[src/design/pba_pkg.sv]
// Package for the page bitmap allocator: widths, codes, the token that
// travels down the cell chain and the first-zero search.
// No dependencies.
package pba_pkg;

  localparam int PAGE_W           = 10;
  localparam int WORD_BITS        = 64;
  localparam int BIT_IDX_W        = 6;
  localparam int WORD_IDX_W       = PAGE_W - BIT_IDX_W;
  localparam int MAX_WORDS        = 1 << WORD_IDX_W;
  localparam int BITMAP_WORDS_DEF = 16;

  typedef enum logic [0:0] {
    CMD_ALLOC = 1'b0,
    CMD_FREE  = 1'b1
  } cmd_t;

  typedef enum logic [1:0] {
    ST_OK    = 2'd0,
    ST_FULL  = 2'd1,
    ST_RANGE = 2'd2
  } status_t;

  typedef struct packed {
    logic              vld;
    cmd_t              cmd;
    logic [PAGE_W-1:0] page;
    status_t           status;
    logic              done;
  } tok_t;

  // Position, counted from the most significant end, of the first clear bit.
  function automatic logic [BIT_IDX_W-1:0] first_zero(input logic [WORD_BITS-1:0] v);
    logic [2:0] grp;
    logic [2:0] bpos;
    logic [7:0] grp_bits;
    grp  = '0;
    bpos = '0;
    for (int g = 7; g >= 0; g--) begin
      if (v[{~3'(g), 3'b111} -: 8] != 8'hFF) begin
        grp = 3'(g);
      end
    end
    grp_bits = v[{~grp, 3'b111} -: 8];
    for (int b = 7; b >= 0; b--) begin
      if (!grp_bits[~3'(b)]) begin
        bpos = 3'(b);
      end
    end
    return {grp, bpos};
  endfunction

endpackage

[src/design/pba_if.sv]
// Handshake channels of the page bitmap allocator: request and result.
// Depends on pba_pkg.
interface pba_in_if;
  import pba_pkg::*;
  logic              valid;
  logic              ready;
  logic [0:0]        command;
  logic [PAGE_W-1:0] page_number;

  modport source (output valid, command, page_number, input ready);
  modport sink   (input valid, command, page_number, output ready);
endinterface

interface pba_out_if;
  import pba_pkg::*;
  logic              valid;
  logic              ready;
  logic [PAGE_W-1:0] granted_page;
  logic [1:0]        status;

  modport source (output valid, granted_page, status, input ready);
  modport sink   (input valid, granted_page, status, output ready);
endinterface

[src/design/pba_cell.sv]
// One cell of the allocator chain: holds one 64-bit bitmap word and
// serves the token passing through it. Depends on pba_pkg.
module pba_cell #(
  parameter int IDX = 0
) (
  input  logic          clk,
  input  logic          rst_n,
  input  logic          adv,
  input  pba_pkg::tok_t tok_in,
  output pba_pkg::tok_t tok_out
);
  import pba_pkg::*;

  logic [WORD_BITS-1:0] word_r, word_nxt;
  tok_t                 tok_r, tok_nxt;
  logic [BIT_IDX_W-1:0] pos;

  assign pos = first_zero(word_r);

  always_comb begin
    word_nxt = word_r;
    tok_nxt  = tok_in;
    if (tok_in.vld) begin
      if (tok_in.cmd == CMD_ALLOC && !tok_in.done && word_r != '1) begin
        word_nxt[~pos]  = 1'b1;
        tok_nxt.page    = {WORD_IDX_W'(IDX), pos};
        tok_nxt.status  = ST_OK;
        tok_nxt.done    = 1'b1;
      end
      if (tok_in.cmd == CMD_FREE && tok_in.status == ST_OK &&
          tok_in.page[PAGE_W-1:BIT_IDX_W] == WORD_IDX_W'(IDX)) begin
        word_nxt[~tok_in.page[BIT_IDX_W-1:0]] = 1'b0;
      end
    end
  end

  always_ff @(posedge clk) begin
    if (!rst_n) begin
      word_r    <= '0;
      tok_r.vld <= 1'b0;
    end else if (adv) begin
      word_r <= word_nxt;
      tok_r  <= tok_nxt;
    end
  end

  assign tok_out = tok_r;

endmodule

[src/design/page_bitmap_allocator.sv]
// Page bitmap allocator. Pages live in a row of cells, one 64-bit word
// per cell, all free after reset. Every request beat walks the chain one
// cell per cycle while the result side does not stall, through the cells
// (BITMAP_WORDS, capped at 16 cells, the pages a 10-bit number can name)
// and then the result register; requests follow one another every cycle
// unless the result side stalls, so a new beat is taken while earlier ones
// are still in the chain. A stall on the result side freezes the whole
// chain. Depends on pba_pkg, pba_if and pba_cell.
module page_bitmap_allocator #(
  parameter int BITMAP_WORDS = pba_pkg::BITMAP_WORDS_DEF
) (
  input logic      clk,
  input logic      rst_n,
  pba_in_if.sink   in_ch,
  pba_out_if.source out_ch
);
  import pba_pkg::*;

  localparam int ACTIVE_WORDS = (BITMAP_WORDS > MAX_WORDS) ? MAX_WORDS : BITMAP_WORDS;
  localparam int TOTAL_PAGES  = BITMAP_WORDS * WORD_BITS;

  tok_t              tok [ACTIVE_WORDS+1];
  logic              adv;
  logic              in_range;
  logic              out_valid_r;
  logic [PAGE_W-1:0] out_page_r;
  status_t           out_status_r;
  tok_t              tok_last;

  assign adv         = !out_valid_r || out_ch.ready;
  assign in_ch.ready = adv;
  assign in_range    = {22'd0, in_ch.page_number} < 32'(TOTAL_PAGES);

  always_comb begin
    tok[0].vld  = in_ch.valid;
    tok[0].cmd  = cmd_t'(in_ch.command);
    tok[0].done = 1'b0;
    if (cmd_t'(in_ch.command) == CMD_ALLOC) begin
      tok[0].page   = '0;
      tok[0].status = ST_FULL;
    end else begin
      tok[0].page   = in_ch.page_number;
      tok[0].status = in_range ? ST_OK : ST_RANGE;
    end
  end

  for (genvar i = 0; i < ACTIVE_WORDS; i++) begin : g_cell
    pba_cell #(.IDX(i)) u_cell (
      .clk     (clk),
      .rst_n   (rst_n),
      .adv     (adv),
      .tok_in  (tok[i]),
      .tok_out (tok[i+1])
    );
  end

  assign tok_last = tok[ACTIVE_WORDS];

  always_ff @(posedge clk) begin
    if (!rst_n) begin
      out_valid_r <= 1'b0;
    end else if (adv) begin
      out_valid_r <= tok_last.vld;
    end
  end

  always_ff @(posedge clk) begin
    if (adv) begin
      out_page_r   <= (tok_last.cmd == CMD_ALLOC) ? tok_last.page : '0;
      out_status_r <= tok_last.status;
    end
  end

  assign out_ch.valid        = out_valid_r;
  assign out_ch.granted_page = out_page_r;
  assign out_ch.status       = out_status_r;

  a_page_zero_unless_ok: assert property (@(posedge clk) disable iff (!rst_n)
    out_valid_r && out_status_r != ST_OK |-> out_page_r == '0)
    else $error("granted page nonzero on a failed request");

  a_chain_hold: assert property (@(posedge clk) disable iff (!rst_n)
    !adv |=> $stable(tok_last) && $stable(out_page_r))
    else $error("chain moved while result stalled");

  a_range_only_small: assert property (@(posedge clk) disable iff (!rst_n)
    out_valid_r && out_status_r == ST_RANGE |-> TOTAL_PAGES < (1 << PAGE_W))
    else $error("range error reported for a full-size bitmap");

  a_reset_empty: assert property (@(posedge clk)
    !rst_n |=> !out_valid_r)
    else $error("result valid right after reset");

endmodule
[src/flat_wrapper.sv]
// flat-port wrapper written by rule: the top's interface ports become plain ports
module page_bitmap_allocator_flat import pba_pkg::*;
#(
  parameter int BITMAP_WORDS = pba_pkg::BITMAP_WORDS_DEF
)
  (clk, rst_n, in_ch_valid, in_ch_command, in_ch_page_number, in_ch_ready, out_ch_valid, out_ch_granted_page, out_ch_status, out_ch_ready);
  pba_in_if in_ch_i ();
  pba_out_if out_ch_i ();
  input logic clk;
  input logic rst_n;
  input wire logic [$bits(in_ch_i.valid)-1:0] in_ch_valid;
  input wire logic [$bits(in_ch_i.command)-1:0] in_ch_command;
  input wire logic [$bits(in_ch_i.page_number)-1:0] in_ch_page_number;
  output wire logic [$bits(in_ch_i.ready)-1:0] in_ch_ready;
  output wire logic [$bits(out_ch_i.valid)-1:0] out_ch_valid;
  output wire logic [$bits(out_ch_i.granted_page)-1:0] out_ch_granted_page;
  output wire logic [$bits(out_ch_i.status)-1:0] out_ch_status;
  input wire logic [$bits(out_ch_i.ready)-1:0] out_ch_ready;
  assign in_ch_i.valid = in_ch_valid;
  assign in_ch_i.command = in_ch_command;
  assign in_ch_i.page_number = in_ch_page_number;
  assign in_ch_ready = in_ch_i.ready;
  assign out_ch_valid = out_ch_i.valid;
  assign out_ch_granted_page = out_ch_i.granted_page;
  assign out_ch_status = out_ch_i.status;
  assign out_ch_i.ready = out_ch_ready;
  page_bitmap_allocator #(.BITMAP_WORDS(BITMAP_WORDS)) u_core (.clk(clk), .rst_n(rst_n), .in_ch(in_ch_i), .out_ch(out_ch_i));
endmodule
[config.mk]
export PLATFORM = sky130hd
export DESIGN_NAME = page_bitmap_allocator_flat
export DESIGN_NICKNAME = d
export VERILOG_FILES = /design/src/design/pba_pkg.sv /design/src/design/pba_if.sv /design/src/design/pba_cell.sv /design/src/design/page_bitmap_allocator.sv /design/src/flat_wrapper.sv
export SDC_FILE = /design/constraint.sdc
export NUM_CORES = 2
export LEC_CHECK = 0
export ABC_AREA = 0
export BUFFER_PORTS_ARGS = -buffer_cell sky130_fd_sc_hd__buf_4
export CAP_MARGIN = 40
export CORE_AREA = 2 2 391 393
export CTS_BUF_LIST = sky130_fd_sc_hd__clkbuf_4
export DETAILED_ROUTE_END_ITERATION = 16
export DIE_AREA = 0 0 393 395
export PLACE_DENSITY_LB_ADDON = 0.05
export SYNTH_ARGS = -nofsm -noshare
export SYNTH_HDL_FRONTEND = slang
export SYNTH_SLANG_ARGS = --single-unit
[constraint.sdc]
create_clock -name clk -period 22 [get_ports clk]
set_input_delay 2.2 -clock clk [delete_from_list [all_inputs] [get_ports clk]]
set_output_delay 2.2 -clock clk [all_outputs]
set_load 0.005 [all_outputs]
==> metrics.cfg <==
[run_status]
status = completed

[route]
drt_wl_total_um = 199000
firstDrtPassIters = 12
drtIter0Drc = 4221
drc = 0
ant_nets = 0
via_count = 54808
viasPerCell = 5.96
wl_per_cell_um = 21.7

[cts]
cts_tree = built
htree_levels = 5
postCtsHoldBufs = 0
clkTransAtPathRegs_ns = 0.05
worstSkewPairLatency_ns = 1.35
post-cts-setup-buffers = 0
cts_resized = 0
cts_root_buf = clkbuf_4
cts_sinks = 1259
clockBufferDepth = 4
cts-buffers-inserted = 368

[critical_path]
path_cells = buf_4, nor2b_4, buf_4, inv_4, buf_4
r2r-start = u_core.g_cell[11].u_cell.word_r[48]
path_common_cell = buf_4
crit_start = out_ch_ready
required_ns = 19.80
crit_type = input pin to output port
critPathTopFamily = buffers and inverters
cp_max_fo = 38
crit_path_end_kind = output port
cp-start-kind = input pin
cp_slowest_stage_delay_ns = 0.38
arrival_ns = 3.46
crit_slowest_cell = buf_4
cp_num_buf_inv = 4

[global_route]
grt_overflow = 0
grt_use_total = 0.249
antenna_found_initial = 2
grt_first_pass_wirelength_um = 310000
grt_pass1_vias = 53349
grt_max_degree = 92

[synth]
synthArstFlopShare = 0
syn_area_per_cell_um2 = 8.71
synth_warnings = 0
ys_seq_area_frac = 0.468
synth-edff-count = 218
synth_nets = 6732
syn-cell-area_mm2 = 0.0585
ys_types = 113
synth-main-ff-cell = dfxtp_1
netlist_instances = 6717
ys_ff_latch = 1259

[placed_design]
place_hpwl_um = 138000
port_buffers = 27
gp_congestion = 0.916

[timing]
setup_violations = 0
timing.hold.ws_ns = 0.426
finalSetupTns_ns = 0
finalHoldViolCount = 0
finalClockSkew_ns = 0.118
relSlewSlack = 0.351
fmax_ghz = 0.177
tightest_slew_ns = 0.960
rsz0062_at_grt = false
slew_viol_final = 0
finalCritPeriodShare = 0.257
min_period_ns = 5.66

[power_and_ir_drop]
power_frac_comb = 0.031
clkPwrFrac = 0.457
p_int_w = 0.00355
p_sw_w = 0.00116
power.density_mw_per_mm2 = 71.9
swShare = 0.247
p_leak_nw = 21.4
ir_drop_uv = 47.6
pwr-share-seq = 0.512

[layout]
layout-drive-gt1-share = 0.161
final_nets = 6939
layout_commonest_cell = dfxtp_1
synthToLayoutAreaGrowth_pct = 12.1
layout_common_cells = dfxtp_1 (1041), a21oi_1 (720), nand2_1 (692)

[worst_hold_path]
hold_class = register to register
hp-start = u_core.g_cell[10].u_cell.word_r[12]

[floorplan]
placementRows = 143
coreArea_mm2 = 0.151
die_h_um = 395
chipWidth_um = 393
io_pins = 29
die_area_mm2 = 0.155
start_util = 0.387

[job]
cap_violations = 0

-- registers in the layout (all words and copies together) (netlist names) --
register	flops
u_core.g_cell.u_cell.word_r	1024
u_core.g_cell.u_cell.tok_out	223
u_core.out_ch.granted_page	10
u_core.out_ch.status	1
u_core.out_ch.valid	1
-- stage by stage --
| step | total power (W) | instances | area, um2 | util | worst slack (ns) |
|---|---|---|---|---|---|
| 6_report | 0.00471 | 9203 | 65600 | 0.434 | 16.34 |
| 5_1_grt | 0.00492 | 9200 | 65600 | 0.434 | 16.29 |
| 4_1_cts | 0.00480 | 9194 | 65500 | 0.433 | 16.34 |
| 3_5_place_dp | 0.00261 | 8584 | 61100 | 0.404 | 15.79 |
| 3_3_place_gp | 0.00261 | 8526 | 60600 | 0.401 | 15.75 |
| 2_1_floorplan | 0.00255 | 6717 | 58500 | - | 12.68 |
-- worst paths after layout --
path / slack, ns / end / depth (start not counted)
setup / recovery: 16.34 / in_ch_ready / 5
hold / removal: 0.43 / u_core.g_cell[10].u_cell.word_r[12] / 2
setup reg to reg: 17.65 / u_core.g_cell[11].u_cell.tok_out[5] / 7
hold reg to reg: 0.43 / u_core.g_cell[10].u_cell.word_r[12] / 2
-- layout make-up --
cell class / instances / area [um2]
Inverter: 220 / 828
Tap cell: 2030 / 2540
Antenna cell: 9 / 22.5
Fill cell: 15285 / 85600
Clock inverter: 72 / 348
Sequential cell: 1259 / 27400
Multi-Input combinational cell: 4892 / 28900
Clock buffer: 538 / 4040
Timing Repair Buffer: 183 / 1460
-- synth_stat cells (74+ instances only) --
cell type  count  area share
nand4_1      278       0.030
or2_2        114       0.012
nor4_1       126       0.013
nand3_1      142       0.012
nor3_1       124       0.011
o211ai_1      83       0.011
nor2_1       634       0.041
o221ai_1     132       0.020
edfxtp_1     218        0.11
inv_1        219       0.014
nand2_1      692       0.044
o221a_2      186       0.036
o21ai_0      424       0.036
dfxtp_1     1041        0.36
clkbuf_1     286       0.018
nor2b_1       74      0.0079
a21oi_1      720       0.062
a31oi_1       93      0.0099
-- power groups by stage --
stage	Clock [W]	Combinational (W)	Sequential, W
2_1_floorplan	0	0.000109	0.00244
3_3_place_gp	0	0.000143	0.00246
3_5_place_dp	0	0.000146	0.00246
4_1_cts	0.00224	0.000146	0.00241
5_1_grt	0.00235	0.000160	0.00241
6_report	0.00215	0.000146	0.00241
-- metal layers --
layer / GRT usage / vias up / routed length [um]
met5: 0 / - / 0
met4: 0.110 / 0 / 7650
met3: 0.0395 / 528 / 10500
met2: 0.421 / 1866 / 96700
met1: 0.313 / 26374 / 84600
li1: - / 26040 / -
-- logic make-up after synthesis --
kind of cell / Yosys count / synth area share
AO/OA/AOI/OAI: 2101 / 0.240
buffers and inverters: 566 / 0.0377
flip-flops: 1259 / 0.468
multiplexers: 40 / 0.00723
other: 1 / 0.0000641
AND/OR/NAND/NOR: 2750 / 0.246
-- worst min-delay path: stages (launching register included) --
cell and delay [ns]:
dfxtp_1 0.30, nand2_1 0.05, a21oi_1 0.03
Note: power is estimated with default switching activity, not from simulation.
